===== src/sv/assert_macros.svh =====
// assertion macros used by the top-level rtl file
`ifndef ASSERT_MACROS_SVH
`define ASSERT_MACROS_SVH

// same-cycle implication under clk_i, off during reset
`define ASSERT_IMPL(lbl, ant, con) \
  lbl: assert property (@(posedge clk_i) disable iff (!rst_ni) (ant) |-> (con)) \
    else $error("assertion failed");

// next-cycle implication under clk_i, off during reset
`define ASSERT_NEXT(lbl, ant, con) \
  lbl: assert property (@(posedge clk_i) disable iff (!rst_ni) (ant) |=> (con)) \
    else $error("assertion failed");

`endif


===== src/sv/alc_pkg.sv =====
// types, token codes and keyword table of the assembly line token classifier
`default_nettype none

package alc_pkg;

  localparam int MAX_LINE_DEF      = 256;
  localparam int KEYWORD_CHARS_DEF = 6;

  // token kind codes
  localparam logic [3:0] K_UNKNOWN  = 4'd0;
  localparam logic [3:0] K_PREFIX   = 4'd1;
  localparam logic [3:0] K_MNEMONIC = 4'd2;
  localparam logic [3:0] K_REGISTER = 4'd3;
  localparam logic [3:0] K_COMMA    = 4'd4;
  localparam logic [3:0] K_MEMSIZE  = 4'd5;
  localparam logic [3:0] K_PTR      = 4'd6;
  localparam logic [3:0] K_SEGMENT  = 4'd7;
  localparam logic [3:0] K_OPEN     = 4'd8;
  localparam logic [3:0] K_CLOSE    = 4'd9;
  localparam logic [3:0] K_COLON    = 4'd10;
  localparam logic [3:0] K_PLUS     = 4'd11;
  localparam logic [3:0] K_MINUS    = 4'd12;
  localparam logic [3:0] K_MULT     = 4'd13;
  localparam logic [3:0] K_LINE_END = 4'd14;

  // queue between front and back
  localparam int QDEPTH = 4;
  localparam int QAW    = $clog2(QDEPTH);

  typedef struct packed {
    logic [3:0] kind;
    logic [7:0] pos;
    logic [7:0] len;
  } res_t;

  // one queue entry: the results caused by one item
  typedef struct packed {
    logic two;
    logic last;
    res_t r0;
    res_t r1;
  } entry_t;

  // queue status seen by the top level
  typedef struct packed {
    logic full;
    logic valid;
  } qstat_t;

  // keyword table, byte i of the text in bits 8i+7..8i, unused bytes zero
  localparam int NUM_KW   = 23;
  localparam int KW_BYTES = 5;

  localparam logic [8*KW_BYTES-1:0] KW_TEXT [NUM_KW] = '{
    40'h0000007366, 40'h0000007364, 40'h0000007367, 40'h0000007365,
    40'h0000007373, 40'h0000007363,
    40'h0065747962, 40'h0064726f77, 40'h64726f7764, 40'h64726f7771,
    40'h0000786165, 40'h0000786265, 40'h0000786365, 40'h0000786465,
    40'h0000706265, 40'h0000707365, 40'h0000697365, 40'h0000696465,
    40'h006b636f6c, 40'h0000706572, 40'h656e706572, 40'h0065706572,
    40'h007a706572
  };

  localparam logic [7:0] KW_LEN [NUM_KW] = '{
    8'd2, 8'd2, 8'd2, 8'd2, 8'd2, 8'd2,
    8'd4, 8'd4, 8'd5, 8'd5,
    8'd3, 8'd3, 8'd3, 8'd3, 8'd3, 8'd3, 8'd3, 8'd3,
    8'd4, 8'd3, 8'd5, 8'd4, 8'd4
  };

  localparam logic [3:0] KW_KIND [NUM_KW] = '{
    K_SEGMENT, K_SEGMENT, K_SEGMENT, K_SEGMENT, K_SEGMENT, K_SEGMENT,
    K_MEMSIZE, K_MEMSIZE, K_MEMSIZE, K_MEMSIZE,
    K_REGISTER, K_REGISTER, K_REGISTER, K_REGISTER,
    K_REGISTER, K_REGISTER, K_REGISTER, K_REGISTER,
    K_PREFIX, K_PREFIX, K_PREFIX, K_PREFIX, K_PREFIX
  };

  localparam logic [8*KW_BYTES-1:0] PTR_TEXT = 40'h0000727470;
  localparam logic [7:0]            PTR_LEN  = 8'd3;

  // keyword lookup, returns {hit, kind}
  function automatic logic [4:0] kw_lookup(input logic [8*KW_BYTES-1:0] head,
                                           input logic [7:0] len);
    logic [4:0] r;
    r = 5'd0;
    for (int k = 0; k < NUM_KW; k++) begin
      if (len == KW_LEN[k] && head == KW_TEXT[k]) begin
        r = {1'b1, KW_KIND[k]};
      end
    end
    if (len == PTR_LEN && head == PTR_TEXT) begin
      r = {1'b1, K_PTR};
    end
    return r;
  endfunction

endpackage

`default_nettype wire


===== src/sv/asm_line_token_classifier.sv =====
// top level of the assembly line token classifier
//
// input stream: one character per item in s_axis_tdata_i, s_axis_tlast_i on
// the line's final character. output stream: one token per item, tdata holds
// kind, start position and length, tlast marks the final token of a line.
// a word ends at space, tab, punctuation or line end; each of , : [ ] + - *
// gives its own one-character token after the word it ends. a line whose
// last character gives no token yields one line-end token of length zero.
// throughput: one character per cycle while the output is taken every cycle
// and each character gives at most one token; a character that gives two
// tokens shows them one after the other, set by the single output register.
// a token's tvalid rises once the back has loaded it: the front writes the
// four-entry queue at the accepting edge, and the back then loads the output
// register from the queue head while that register is free or being taken.
// s_axis_tready_o drops only when the queue is full, which happens once the
// receiver stalls long enough or two-token characters pile up.
// reset clears the line state, the queue and the output valid at once.
`default_nettype none
`include "assert_macros.svh"

module asm_line_token_classifier import alc_pkg::*; #(
  parameter int MAX_LINE      = MAX_LINE_DEF,
  parameter int KEYWORD_CHARS = KEYWORD_CHARS_DEF
) (
  input  wire logic        clk_i,
  input  wire logic        rst_ni,
  input  wire logic        s_axis_tvalid_i,
  output logic             s_axis_tready_o,
  input  wire logic [7:0]  s_axis_tdata_i,   // [7:0] ch
  input  wire logic        s_axis_tlast_i,   // line_end
  output logic             m_axis_tvalid_o,
  input  wire logic        m_axis_tready_i,
  output logic [23:0]      m_axis_tdata_o,   // [3:0] token_kind, [11:4] start_pos,
                                             // [19:12] tok_len, [23:20] zero
  output logic             m_axis_tlast_o    // last_of_line
);

  entry_t entry, head;
  qstat_t qst;
  logic   accept, push, pop;
  res_t   res;

  assign s_axis_tready_o = !qst.full;
  assign accept          = s_axis_tvalid_i && s_axis_tready_o;

  // character front end
  alc_front #(
    .MAX_LINE      (MAX_LINE),
    .KEYWORD_CHARS (KEYWORD_CHARS)
  ) u_front (
    .clk_i      (clk_i),
    .rst_ni     (rst_ni),
    .accept_i   (accept),
    .ch_i       (s_axis_tdata_i),
    .line_end_i (s_axis_tlast_i),
    .entry_o    (entry),
    .push_o     (push)
  );

  // decoupling queue
  alc_queue u_queue (
    .clk_i   (clk_i),
    .rst_ni  (rst_ni),
    .push_i  (push),
    .entry_i (entry),
    .pop_i   (pop),
    .head_o  (head),
    .stat_o  (qst)
  );

  // token output
  alc_back u_back (
    .clk_i        (clk_i),
    .rst_ni       (rst_ni),
    .head_i       (head),
    .head_valid_i (qst.valid),
    .pop_o        (pop),
    .out_valid_o  (m_axis_tvalid_o),
    .out_ready_i  (m_axis_tready_i),
    .out_res_o    (res),
    .out_last_o   (m_axis_tlast_o)
  );

  assign m_axis_tdata_o = {4'd0, res.len, res.pos, res.kind};

  // two-result entries are always a word followed by a punctuation token
  `ASSERT_IMPL(a_two_shape, push && entry.two, entry.r0.len != 8'd0 && entry.r1.len == 8'd1)
  // a zero-length token is only the line-end token and closes the line
  `ASSERT_IMPL(a_empty_tok, m_axis_tvalid_o && m_axis_tdata_o[19:12] == 8'd0,
               m_axis_tdata_o[3:0] == K_LINE_END && m_axis_tlast_o)
  // nothing queued and nothing shown means nothing shown next cycle
  `ASSERT_NEXT(a_no_bypass, !qst.valid && !m_axis_tvalid_o, !m_axis_tvalid_o)

endmodule

`default_nettype wire


===== src/sv/alc_front.sv =====
// front part: accepts characters, tracks the word and line state, builds results
`default_nettype none

module alc_front import alc_pkg::*; #(
  parameter int MAX_LINE      = MAX_LINE_DEF,
  parameter int KEYWORD_CHARS = KEYWORD_CHARS_DEF
) (
  input  wire logic   clk_i,
  input  wire logic   rst_ni,
  input  wire logic   accept_i,
  input  wire logic [7:0] ch_i,
  input  wire logic   line_end_i,
  output entry_t      entry_o,
  output logic        push_o
);

  localparam int POS_CAP = (MAX_LINE - 1 < 255) ? MAX_LINE - 1 : 255;
  localparam int LEN_CAP = (MAX_LINE < 255) ? MAX_LINE : 255;
  localparam int HW      = 8 * KEYWORD_CHARS;

  logic [HW-1:0] word_head_q, word_head_d, wh_n;
  logic [7:0]    word_len_q, word_len_d, wl_n;
  logic [7:0]    word_start_q, word_start_d, ws_n;
  logic [7:0]    char_pos_q, char_pos_d;
  logic [3:0]    prev_kind_q, prev_kind_d;
  logic          line_has_q, line_has_d;

  logic          is_sep, is_punct, is_word, flush;
  logic [3:0]    punct_kind, word_kind;
  logic [4:0]    kw;
  res_t          res_word, res_punct, res_end;

  // character decode
  always_comb begin
    is_sep     = 1'b0;
    is_punct   = 1'b1;
    punct_kind = K_COMMA;
    case (ch_i)
      8'h20, 8'h09: begin
        is_sep   = 1'b1;
        is_punct = 1'b0;
      end
      8'h2c: punct_kind = K_COMMA;
      8'h3a: punct_kind = K_COLON;
      8'h5b: punct_kind = K_OPEN;
      8'h5d: punct_kind = K_CLOSE;
      8'h2b: punct_kind = K_PLUS;
      8'h2d: punct_kind = K_MINUS;
      8'h2a: punct_kind = K_MULT;
      default: is_punct = 1'b0;
    endcase
    is_word = !is_sep && !is_punct;
  end

  // pending word with this character added
  always_comb begin
    wh_n = word_head_q;
    wl_n = word_len_q;
    ws_n = word_start_q;
    if (is_word) begin
      if (word_len_q == 8'd0) begin
        ws_n = char_pos_q;
      end
      for (int i = 0; i < KEYWORD_CHARS; i++) begin
        if (word_len_q == 8'(i)) begin
          wh_n[8*i +: 8] = ch_i;
        end
      end
      if (word_len_q < 8'(LEN_CAP)) begin
        wl_n = word_len_q + 8'd1;
      end
    end
  end

  // word classification
  always_comb begin
    kw = kw_lookup(wh_n[8*KW_BYTES-1:0], wl_n);
    if (kw[4]) begin
      word_kind = kw[3:0];
    end else if (!line_has_q || prev_kind_q == K_PREFIX) begin
      word_kind = K_MNEMONIC;
    end else begin
      word_kind = K_UNKNOWN;
    end
  end

  // result assembly
  always_comb begin
    flush     = (!is_word || line_end_i) && (wl_n != 8'd0);
    res_word  = '{kind: word_kind, pos: ws_n, len: wl_n};
    res_punct = '{kind: punct_kind, pos: char_pos_q, len: 8'd1};
    res_end   = '{kind: K_LINE_END, pos: char_pos_q, len: 8'd0};
    entry_o.two  = flush && is_punct;
    entry_o.last = line_end_i;
    entry_o.r0   = flush ? res_word : (is_punct ? res_punct : res_end);
    entry_o.r1   = res_punct;
    push_o       = accept_i && (flush || is_punct || line_end_i);
  end

  // next line state
  always_comb begin
    word_head_d  = word_head_q;
    word_len_d   = word_len_q;
    word_start_d = word_start_q;
    char_pos_d   = char_pos_q;
    prev_kind_d  = prev_kind_q;
    line_has_d   = line_has_q;
    if (accept_i) begin
      if (line_end_i) begin
        word_head_d  = '0;
        word_len_d   = 8'd0;
        word_start_d = 8'd0;
        char_pos_d   = 8'd0;
        prev_kind_d  = K_UNKNOWN;
        line_has_d   = 1'b0;
      end else begin
        if (flush) begin
          word_head_d  = '0;
          word_len_d   = 8'd0;
          word_start_d = 8'd0;
        end else begin
          word_head_d  = wh_n;
          word_len_d   = wl_n;
          word_start_d = ws_n;
        end
        if (is_punct) begin
          prev_kind_d = punct_kind;
        end else if (flush) begin
          prev_kind_d = word_kind;
        end
        if (flush || is_punct) begin
          line_has_d = 1'b1;
        end
        if (char_pos_q < 8'(POS_CAP)) begin
          char_pos_d = char_pos_q + 8'd1;
        end
      end
    end
  end

  // line state registers
  always_ff @(posedge clk_i or negedge rst_ni) begin
    if (!rst_ni) begin
      word_head_q  <= '0;
      word_len_q   <= 8'd0;
      word_start_q <= 8'd0;
      char_pos_q   <= 8'd0;
      prev_kind_q  <= K_UNKNOWN;
      line_has_q   <= 1'b0;
    end else begin
      word_head_q  <= word_head_d;
      word_len_q   <= word_len_d;
      word_start_q <= word_start_d;
      char_pos_q   <= char_pos_d;
      prev_kind_q  <= prev_kind_d;
      line_has_q   <= line_has_d;
    end
  end

endmodule

`default_nettype wire


===== src/sv/alc_queue.sv =====
// short result queue between front and back
`default_nettype none

module alc_queue import alc_pkg::*; (
  input  wire logic clk_i,
  input  wire logic rst_ni,
  input  wire logic push_i,
  input  entry_t    entry_i,
  input  wire logic pop_i,
  output entry_t    head_o,
  output qstat_t    stat_o
);

  entry_t         mem_q [QDEPTH];
  logic [QAW-1:0] wr_q, wr_d, rd_q, rd_d;
  logic [QAW:0]   cnt_q, cnt_d;
  logic           do_push, do_pop;

  // pointer and fill count update
  always_comb begin
    stat_o.full  = (cnt_q == (QAW+1)'(QDEPTH));
    stat_o.valid = (cnt_q != '0);
    do_push      = push_i && !stat_o.full;
    do_pop       = pop_i && stat_o.valid;
    wr_d         = do_push ? wr_q + 1'b1 : wr_q;
    rd_d         = do_pop ? rd_q + 1'b1 : rd_q;
    cnt_d        = cnt_q + (QAW+1)'(do_push) - (QAW+1)'(do_pop);
    head_o       = mem_q[rd_q];
  end

  always_ff @(posedge clk_i or negedge rst_ni) begin
    if (!rst_ni) begin
      wr_q  <= '0;
      rd_q  <= '0;
      cnt_q <= '0;
    end else begin
      wr_q  <= wr_d;
      rd_q  <= rd_d;
      cnt_q <= cnt_d;
    end
  end

  // entry storage
  always_ff @(posedge clk_i) begin
    if (do_push) begin
      mem_q[wr_q] <= entry_i;
    end
  end

endmodule

`default_nettype wire


===== src/sv/alc_back.sv =====
// back part: splits queue entries into single results in an output register
`default_nettype none

module alc_back import alc_pkg::*; (
  input  wire logic clk_i,
  input  wire logic rst_ni,
  input  entry_t    head_i,
  input  wire logic head_valid_i,
  output logic      pop_o,
  output logic      out_valid_o,
  input  wire logic out_ready_i,
  output res_t      out_res_o,
  output logic      out_last_o
);

  logic ov_q, ov_d;
  logic phase_q, phase_d;
  logic load;
  res_t res_q, res_d;
  logic last_q, last_d;

  // take the next result when the output register frees
  always_comb begin
    load    = head_valid_i && (!ov_q || out_ready_i);
    ov_d    = ov_q;
    phase_d = phase_q;
    res_d   = res_q;
    last_d  = last_q;
    pop_o   = 1'b0;
    if (load) begin
      ov_d   = 1'b1;
      res_d  = phase_q ? head_i.r1 : head_i.r0;
      last_d = head_i.last && (phase_q || !head_i.two);
      if (head_i.two && !phase_q) begin
        phase_d = 1'b1;
      end else begin
        phase_d = 1'b0;
        pop_o   = 1'b1;
      end
    end else if (out_ready_i) begin
      ov_d = 1'b0;
    end
  end

  always_ff @(posedge clk_i or negedge rst_ni) begin
    if (!rst_ni) begin
      ov_q    <= 1'b0;
      phase_q <= 1'b0;
    end else begin
      ov_q    <= ov_d;
      phase_q <= phase_d;
    end
  end

  // output payload
  always_ff @(posedge clk_i) begin
    res_q  <= res_d;
    last_q <= last_d;
  end

  assign out_valid_o = ov_q;
  assign out_res_o   = res_q;
  assign out_last_o  = last_q;

endmodule

`default_nettype wire


===== config.mk =====
export PLATFORM = sky130hd
export DESIGN_NAME = asm_line_token_classifier
export DESIGN_NICKNAME = d
export VERILOG_FILES = /design/src/sv/alc_pkg.sv /design/src/sv/asm_line_token_classifier.sv /design/src/sv/alc_front.sv /design/src/sv/alc_queue.sv /design/src/sv/alc_back.sv
export VERILOG_INCLUDE_DIRS = /design/src /design/src/sv
export SDC_FILE = /design/constraint.sdc
export NUM_CORES = 1
export LEC_CHECK = 0
export ABC_AREA = 1
export BUFFER_PORTS_ARGS = -buffer_cell sky130_fd_sc_hd__buf_4
export CORE_MARGIN = 3
export CORE_UTILIZATION = 45
export CTS_CLUSTER_DIAMETER = 150
export DETAILED_ROUTE_END_ITERATION = 16
export PLACE_DENSITY = 0.73
export SKIP_CTS_REPAIR_TIMING = 1
export SLEW_MARGIN = 20
export SYNTH_ARGS = -nofsm -noshare
export SYNTH_HDL_FRONTEND = slang
export SYNTH_HIERARCHICAL = 1
export SYNTH_SLANG_ARGS = --single-unit

===== constraint.sdc =====
create_clock -name clk_i -period 7.2 [get_ports clk_i]
set_input_delay 0.36 -clock clk_i [delete_from_list [all_inputs] [get_ports clk_i]]
set_output_delay 0.36 -clock clk_i [all_outputs]
set_load 0.02 [all_outputs]

==> flow_summary.json, run 1 <==
{
  "fillers": 2796,
  "initial_core_util": 0.460,
  "p_clk_frac": 0.254,
  "synth_top_area_share": 0.400,
  "hold_viol_final": 0,
  "p_per_area_nw_per_um2": 364,
  "gr-total-overflow": 0,
  "clkSlewWorstSetupHoldPaths_ns": 0.06,
  "numCtsBuffers": 29,
  "avgSynthCellArea_um2": 8.29,
  "ir_drop_mv": 0.237,
  "min_period_over_period": 0.697,
  "vias": 11300,
  "fmax_ghz": 0.199,
  "ys_ff_latch": 267,
  "tns_ns": 0,
  "grt_antenna_before_repair": 0,
  "antenna_left": 0,
  "grt_pass1_wl_mm": 54.9,
  "postSynthCellCount": 1710,
  "die-area_um2": 33700,
  "drt_iter0_markers": 1137,
  "grt_pass1_vias": 10300,
  "clockRootBuffer": "clkbuf_16",
  "fin_skew_ns": 0.0193,
  "ios": 40,
  "grt_start_max_net_pins": 106,
  "detail_route.wl_per_cell_um": 16.5,
  "slew_viol_final": 0,
  "place_hpwl_mm": 23.6,
  "globalRouteTotalUtil": 0.204,
  "seqPwrFrac": 0.388,
  "cts_tree": "built",
  "slew_headroom": 0.245,
  "final.min_clock_period_ns": 5.02,
  "clock_sinks": 267,
  "layout_commonest_cell": "nand2_1",
  "vias_per_cell": 5.30,
  "whs_ns": 0.0944,
  "ys_async_sr_fraction": 0.292,
  "row_count": 64,
  "path_class": "input pin to register",
  "startpoint_type": "input pin",
  "nNetsFinal": 1740,
  "outcome": "finished clean",
  "synth_edf_count": 189,
  "syn_to_final_growth_pct": 9.44,
  "critical_path_required_ns": 7.45,
  "switching_share": 0.387,
  "p_int_mw": 3.46,
  "cp_data_arrival_time_ns": 5.27,
  "synth-seq-area-share": 0.538,
  "dr.pass1.iters": 5,
  "fin_area_um2": 15500,
  "endpoint_kind": "register",
  "p_sw_mw": 2.18,
  "die_w_um": 183,
  "synthFlopType": "edfxtp_1",
  "rsz0062_at_grt": "false",
  "dpl_cell_area_um2": 14600,
  "combPwrFrac": 0.358,
  "die_y_um": 183,
  "cp_max_fo": 63,
  "diodes": 0,
  "clockBufferDepth": 3,
  "yosysUniqueCellTypes": 43,
  "synth.area.top_cells": "edfxtp_1 (40%), nand2_1 (14%), dfrtp_1 (14%)",
  "syn_area_um2": 14200,
  "clkLatencyLatePin_ns": 0.55,
  "drc_errors": 0,
  "finalSetupViolations": 0,
  "cts.htree.levels": 1,
  "cap_violations": 0,
  "place_congestion": 0.945,
  "drive_gt1_frac": 0.0972,
  "worst_slew_pin_slew_ns": 1.13,
  "final_cell_mix": "nand2_1 (537), nor2_1 (229), edfxtp_1 (189)",
  "core_um2": 30800,
  "p_leak_nw": 6.86,
  "min_path_type": "input pin to register",
  "ys_warn_count": 6,
  "drt-total-wl_mm": 35.1,
  "synth_top_area_cell": "edfxtp_1",
  "numPortBuffers": 35
}
per-layer routing:
metal | GRT usage | vias to the layer above | wire [µm] | part of all wire
met5 | 0 | - | 0 | 0
met4 | 0.0679 | 0 | 1130 | 0.032
met3 | 0.0344 | 76 | 2540 | 0.072
met2 | 0.324 | 386 | 16100 | 0.46
met1 | 0.288 | 5312 | 15300 | 0.44
li1 | - | 5536 | - | -
cells in the mapped netlist, types with 2 or more instances:
library cell / instances
nand2_1: 537
nor2_1: 233
edfxtp_1: 189
inv_1: 174
o21ai_0: 121
dfrtp_1: 78
o21ai_1: 45
nand3_1: 43
nand4_1: 38
o22ai_1: 32
buf_2: 30
buf_4: 24
clkbuf_1: 17
a21oi_1: 16
inv_2: 16
nand2_2: 16
nor3_1: 14
o21ai_2: 14
ha_1: 11
nor2_2: 11
buf_6: 10
a32o_1: 5
a22o_1: 4
conb_1: 3
nor2_4: 3
nor3b_1: 3
o21bai_1: 3
a31oi_1: 2
buf_1: 2
clkbuf_2: 2
xor2_1: 2
cell families (layout without fill, tap and decap cells):
logic type / Yosys count / in the layout / synth area share
buffers and inverters: 277 / 296 / 0.0886
adders and majority gates: 12 / 12 / 0.0111
muxes: 1 / 1 / 0.000706
xor gates and xnor gates: 2 / 2 / 0.00124
AOI/OAI and AO/OA: 244 / 244 / 0.0966
DFF: 267 / 267 / 0.538
other: 3 / 12 / 0.000794
and+or+nand+nor: 904 / 904 / 0.263
per-stage QoR:
stage          setup WS, ns  utilization  total power [mW]  instances
2_1_floorplan          2.58            -              3.65       1719
3_3_place_gp           1.84        0.473              4.18       2079
3_5_place_dp           1.64        0.473              4.23       2079
4_1_cts                2.18        0.503              5.68       2133
5_1_grt                1.79        0.503              6.01       2134
6_report               2.18        0.503              5.64       2134
power groups by stage:
stage,Sequential [mW],Clock (mW),Combinational (mW)
after floorplan,2.26,0,1.39
after global placement,2.21,0,1.97
after detailed placement,2.22,0,2.01
after CTS,2.19,1.47,2.02
after global routing,2.22,1.53,2.26
final,2.19,1.43,2.02
worst max-delay path: stages:
cell,delay [ns]
buf_4,0.15
nor2_1,0.14
nand3_1,0.12
nor2_1,0.27
nor2_4,0.06
buf_4,0.27
nand3_4,0.34
buf_4,0.59
nand2_1,0.11
nand2_1,0.12
clkinv_1,0.13
nand2_1,0.17
nor4_4,0.08
nor2_2,0.34
nor2_1,0.12
nand2_1,0.10
nand2_1,0.13
inv_2,0.13
nand2_1,0.28
nor2_4,0.91
buf_4,0.30
final timing paths:
| check | from | to | slack, ns | cells past startpoint |
|---|---|---|---|---|
| min | s_axis_tlast_i | u_queue/mem_q[2][40] | 0.09 | 1 |
| max | s_axis_tdata_i[7] | u_queue/mem_q[3][3] | 2.18 | 21 |
| min in group asynchronous | rst_ni | u_front/word_head_q[8] | 0.27 | 2 |
| min reg2reg | u_front/word_start_q[7] | u_front/word_start_q[7] | 0.49 | 2 |
| max in group asynchronous | rst_ni | u_queue/rd_q[0] | 5.79 | 3 |
| max reg2reg | u_front/word_len_q[1] | u_queue/mem_q[3][3] | 2.50 | 18 |
cell type report:
type | instances | area (µm²) | share of cell area
flip-flops and latches | 267 | 7630 | 0.492
multi-input cells | 1175 | 5360 | 0.345
clock buffers | 33 | 741 | 0.0477
inverters | 191 | 717 | 0.0462
well taps | 396 | 495 | 0.0319
repair buffers | 51 | 385 | 0.0248
clock inverters | 21 | 189 | 0.0122
registers in the layout, indices dropped and copies added (netlist names):
name / count
u_queue/mem_q: 168
u_front/word_head_q: 40
u_back/out_res_o: 20
u_front/char_pos_q: 8
u_front/word_len_q: 8
u_front/word_start_q: 8
u_front/prev_kind_q: 4
u_queue/cnt_q: 3
u_queue/rd_q: 2
u_queue/wr_q: 2
u_back/out_last_o: 1
u_back/out_valid_o: 1
u_back/phase_q: 1
u_front/line_has_q: 1
Note: power is estimated with default switching activity, not from simulation.
==> run 2: changes to the inputs <==
- PLACE_DENSITY: 0.73 -> 0.75
- clock period: 7.2 -> 4.05 ns (I/O delays scaled with it)
==> run 2 against run 1 <==
  * Hold slack better by 0.077 ns
  * Sequential power rose by 77%
  * Critical path depth up 3
  * Cell count increased by 1.6%
  * Die area stayed put
  * Via count increased by 2.7%
  * Utilization rose by 1.0 points
  * Count of clock-buffer cells in the layout is 2 lower
  * Combinational power grew 83%
  * Global-route usage grew 0.33 points
  * Register-to-register slack worse by 2.2 ns
==> flow_summary.json, run 2 (synthesis gave the netlist of run 1 again) <==
{
  "min_period_over_period": 0.919,
  "path_class": "register to register",
  "initial_core_util": 0.460,
  "diodes": 0,
  "setup_slack_ns": 0.326,
  "numCtsBuffers": 29,
  "clockRootBuffer": "clkbuf_16",
  "placed_cells": 2111,
  "drc_errors": 0,
  "nNetsFinal": 1775,
  "outcome": "finished clean",
  "rsz0062_at_grt": "false",
  "place_congestion": 1.01,
  "hold_depth": 4,
  "cts_tree": "built",
  "multiInputGateArea_um2": 5360,
  "cp_slowest_stage_delay_ns": 0.42,
  "endpoint_kind": "register",
  "grt_start_max_net_pins": 113,
  "p_per_area_nw_per_um2": 645,
  "drt-total-wl_mm": 35.7,
  "fillers": 2809,
  "final_cell_mix": "nand2_1 (537), nor2_1 (229), edfxtp_1 (189)",
  "cp_cell_sequence": "ha_1, nand2_1, nor2_1, nand2_1, o21ai_0, o21ai_1, nand2_1, nor2_1, inv_2, nor4_4, nor2_2, nor2_1, nand2_1, nand2_1, inv_2, nand2_1, buf_12, ha_1, inv_1, ha_1, inv_1, fa_1, nand3_1, nand2_1",
  "critical_path_required_ns": 4.50,
  "drt_iter0_markers": 1082,
  "hold_viol_final": 0,
  "worstReg2RegStart": "u_front/word_len_q[1]",
  "clock_sinks": 267,
  "rrSetupSlack_ns": 0.33,
  "largest_reg_flops": 168,
  "slew_headroom": 0.314,
  "cp-endpoint": "u_queue/cnt_q[2]",
  "row_count": 64,
  "gr-total-overflow": 0,
  "clockBufferDepth": 3,
  "regMostFlops": "u_queue/mem_q",
  "fmax_ghz": 0.269,
  "worst_slew_pin_slew_ns": 1.02,
  "cp_slowest_cell": "dfrtp_1",
  "clkLatencyLatePin_ns": 0.56,
  "reg2reg_to": "u_queue/cnt_q[2]",
  "drive_gt1_frac": 0.114,
  "slew_viol_final": 0,
  "crit_start": "u_front/word_len_q[1]",
  "die-area_um2": 33700,
  "core_um2": 30800,
  "globalRouteTotalUtil": 0.208,
  "finalSetupViolations": 0,
  "die_y_um": 183,
  "ios": 40,
  "grt_pass1_vias": 10700,
  "antenna_left": 0,
  "final_cells": 2169,
  "final.min_clock_period_ns": 3.72,
  "cts.htree.levels": 1,
  "cp_common_cell": "nand2_1",
  "cp_max_fo": 9,
  "detail_route.wl_per_cell_um": 16.5,
  "seq_area_um2": 7630,
  "dr.pass1.iters": 5,
  "vias_per_cell": 5.36,
  "place_hpwl_mm": 24.0,
  "die_w_um": 183,
  "numPortBuffers": 35,
  "ir_drop_mv": 0.363,
  "syn_to_final_growth_pct": 11.7,
  "cp_data_arrival_time_ns": 4.18,
  "p_leak_nw": 7.05,
  "min_path_type": "input pin to register",
  "grt_pass1_wl_mm": 56.2,
  "fin_skew_ns": 0.00981,
  "grt_antenna_before_repair": 0,
  "dp_slack_ns": 0.240,
  "cap_violations": 0,
  "clkSlewWorstSetupHoldPaths_ns": 0.06,
  "r2r_cells": 24,
  "startpoint_type": "register",
  "layout_commonest_cell": "nand2_1",
  "vias": 11600
}
run 2: final cells by class:
cell class / instances / share of cell area
Sequential cell: 267 / 0.482
Timing Repair Buffer: 85 / 0.0418
Clock inverter: 23 / 0.0139
Tap cell: 396 / 0.0313
Multi-Input combinational cell: 1176 / 0.339
Clock buffer: 31 / 0.0469
Inverter: 191 / 0.0453
run 2: routing by layer:
layer  wire (µm)  vias to the layer above  part of all wire  GRT usage
met5           0                        -                 0          0
met4        1220                        0             0.034     0.0771
met3        2140                       81             0.060     0.0265
met2       16800                      426              0.47      0.341
met1       15500                     5478              0.44      0.285
li1            -                     5631                 -          -
run 2: worst min path at each step:
stage	from	endpoint	slack, ns
5_1_grt	s_axis_tdata_i[6]	u_front/word_head_q[6]	0.17
2_1_floorplan	rst_ni	u_back/out_valid_o	-0.09
3_5_place_dp	rst_ni	u_front/word_len_q[6]	0.25
4_1_cts	rst_ni	u_front/word_len_q[6]	-0.35
3_3_place_gp	rst_ni	u_front/word_len_q[6]	0.25
6_report	s_axis_tdata_i[6]	u_front/word_head_q[6]	0.17
run 2: critical path, delay by kind of cell (launching register included):
family,cells,cell delay [ns]
AND/OR/NAND/NOR,13,1.43
adder cells (fa/ha/maj),4,1.00
buffers and inverters,5,0.42
flip-flops,1,0.42
AO/OA/AOI/OAI,2,0.35
run 2: report_power, final:
group	total, mW	switching [mW]	internal, mW
Sequential	3.87	0.229	3.65
Combinational	3.70	2.58	1.12
Clock	2.63	1.10	1.53
Total	10.2	3.91	6.30
run 2: metrics by stage:
step	setup TNS [ns]	total power [mW]	area (µm²)	util	hold slack [ns]
after floorplan	-79.80	6.49	14200	-	-0.0931
after global placement	0	7.50	14800	0.481	0.251
after detailed placement	0	7.59	14800	0.481	0.255
after CTS	0	10.3	15800	0.512	-0.346
after global routing	0	10.9	15800	0.513	0.171
final	0	10.2	15800	0.513	0.171
==> run 3: changes to the inputs <==
- CAP_MARGIN: not set -> 25
- GPL_ROUTABILITY_DRIVEN: not set -> 0
- PLACE_DENSITY: 0.75 -> 0.73
- clock period: 4.05 -> 4.69 ns (I/O delays scaled with it)
==> run 3 against run 2 <==
  * First-iteration DRC count decreased by 0.28%
  * Fmax down 11%
  * Combinational power decreased by 14%
  * Largest cell class unchanged
  * Count of clock-buffer cells in the layout up 9
  * Hold slack lost 0.026 ns
  * Global-route usage fell by 0.42 points
  * Die area unchanged
  * Sequential power decreased by 13%
  * Utilization shrank 0.24 points
  * Register-to-register slack improved by 0.18 ns
  * Sequential share of layout area increased by 0.23 points
  * Critical path type unchanged
==> flow_summary.json, run 3 (synthesis gave the netlist of run 1 again) <==
{
  "outcome": "finished clean",
  "numPortBuffers": 35,
  "path_class": "register to register",
  "largest_reg_flops": 168,
  "syn_to_final_growth_pct": 11.2,
  "startpoint_type": "register",
  "die_y_um": 183,
  "numCtsBuffers": 29,
  "ir_drop_mv": 0.352,
  "endpoint_kind": "register",
  "clkLatencyLatePin_ns": 0.56,
  "die-area_um2": 33700,
  "cap_violations": 0,
  "worstReg2RegStart": "u_front/word_len_q[0]",
  "cts_tree": "built",
  "min_from": "s_axis_tvalid_i",
  "globalRouteTotalUtil": 0.203,
  "final_cell_mix": "nand2_1 (537), nor2_1 (228), edfxtp_1 (189)",
  "fin_skew_ns": 0.0161,
  "drt-total-wl_mm": 34.9,
  "initial_core_util": 0.460,
  "nNetsFinal": 1760,
  "place_hpwl_mm": 22.9,
  "gr-total-overflow": 0,
  "slew_headroom": 0.315,
  "drc_errors": 0,
  "clock_sinks": 267,
  "slew_viol_final": 0,
  "ios": 40,
  "antenna_left": 0,
  "row_count": 64,
  "die_w_um": 183,
  "p_per_area_nw_per_um2": 563,
  "reg2reg_to": "u_queue/cnt_q[2]",
  "grt_pass1_vias": 10600,
  "detail_route.wl_per_cell_um": 16.2,
  "rrSetupSlack_ns": 0.51,
  "min_path_type": "input pin to register",
  "grt_antenna_before_repair": 0,
  "r2r_cells": 23,
  "vias_per_cell": 5.30,
  "clockBufferDepth": 3,
  "finalSetupViolations": 0,
  "p_leak_nw": 7.00,
  "clockRootBuffer": "clkbuf_16",
  "min_period_over_period": 0.891,
  "critical_path_required_ns": 5.13,
  "drive_gt1_frac": 0.104,
  "tns_ns": 0,
  "dp_slack_ns": 0.190,
  "cp_max_fo": 10,
  "holdPathEnd": "u_front/word_start_q[1]",
  "layout_commonest_cell": "nand2_1",
  "cp_data_arrival_time_ns": 4.62,
  "regMostFlops": "u_queue/mem_q",
  "fmax_ghz": 0.239,
  "cts.htree.levels": 1,
  "drt_iter0_markers": 1079,
  "rsz0062_at_grt": "false",
  "grt_pass1_wl_mm": 55.4,
  "worst_slew_pin_slew_ns": 1.03,
  "final.min_clock_period_ns": 4.18,
  "hold_depth": 4,
  "hold_viol_final": 0,
  "core_um2": 30800,
  "diodes": 0,
  "vias": 11400,
  "clkSlewWorstSetupHoldPaths_ns": 0.06,
  "setup_slack_ns": 0.511,
  "dr.pass1.iters": 6,
  "grt_start_max_net_pins": 78
}
-- run 3: cell types whose count changed in the layout (fill, tap and decap cells not counted), sizes merged, moves of 2 or more --
cell,delta
buf,-14
clkbuf,+9
clkinv,-6
clkinvlp,-2
inv,-2
-- run 3: area by class of cell --
type	count	area, µm²
sequential	267	7630
timing repair buffer	71	572
inverter	191	717
fill	2746	15100
multi-input combinational	1175	5360
clock inverter	14	181
tap	396	495
clock buffer	40	797
-- run 3: worst max-delay path by stage --
stage                            to  depth (start not counted)  slack [ns]                  start
2_1_floorplan   u_queue/mem_q[0][0]                         17        0.16  u_front/word_len_q[0]
3_3_place_gp   u_queue/mem_q[2][39]                         22        0.33      s_axis_tdata_i[2]
3_5_place_dp    u_queue/mem_q[1][1]                         22        0.19      s_axis_tdata_i[2]
4_1_cts        u_queue/mem_q[1][21]                         18        0.28  u_front/word_len_q[0]
5_1_grt            u_queue/cnt_q[2]                         23        0.07  u_front/word_len_q[0]
6_report           u_queue/cnt_q[2]                         23        0.51  u_front/word_len_q[0]
-- run 3: where the power goes --
group	switching (mW)	internal [mW]	total, mW	leakage (nW)
clock network	0.918	1.41	2.33	0.483
logic	2.22	0.960	3.18	3.68
registers	0.209	3.15	3.36	2.84
total	3.35	5.51	8.87	7.00
-- run 3: through the flow --
stage / utilization / power [mW] / cell area [µm²] / cells / hold WS (ns)
final: 0.511 / 8.87 / 15800 / 2154 / 0.146
after global routing: 0.511 / 9.45 / 15800 / 2154 / 0.158
after CTS: 0.508 / 8.87 / 15700 / 2143 / -0.345
after detailed placement: 0.476 / 6.52 / 14700 / 2089 / 0.252
after global placement: 0.475 / 6.42 / 14600 / 2088 / 0.247
after floorplan: - / 5.61 / 14200 / 1719 / -0.0611
-- run 3: critical path, cell delays in order (launching register included) --
cell     delay, ns
dfrtp_1       0.43
ha_1          0.28
nand2_1       0.10
nor2_1        0.06
nand2_1       0.22
o21ai_0       0.12
o21ai_0       0.22
nand2_1       0.09
nor2_1        0.18
inv_2         0.09
nor4_4        0.21
nor2_4        0.12
nor2_1        0.14
nand2_1       0.08
nand2_1       0.15
inv_2         0.07
nand2_1       0.38
ha_1          0.32
inv_1         0.06
ha_1          0.13
inv_1         0.05
fa_1          0.41
nand3_1       0.10
nand2_1       0.05
-- run 3: layer usage --
layer / global-route usage / routed length, µm / vias to the layer above
met4: 0.0829 / 1360 / 0
met5: 0 / 0 / -
li1: - / - / 5592
met1: 0.282 / 15200 / 5317
met3: 0.0332 / 2450 / 100
met2: 0.322 / 15900 / 415
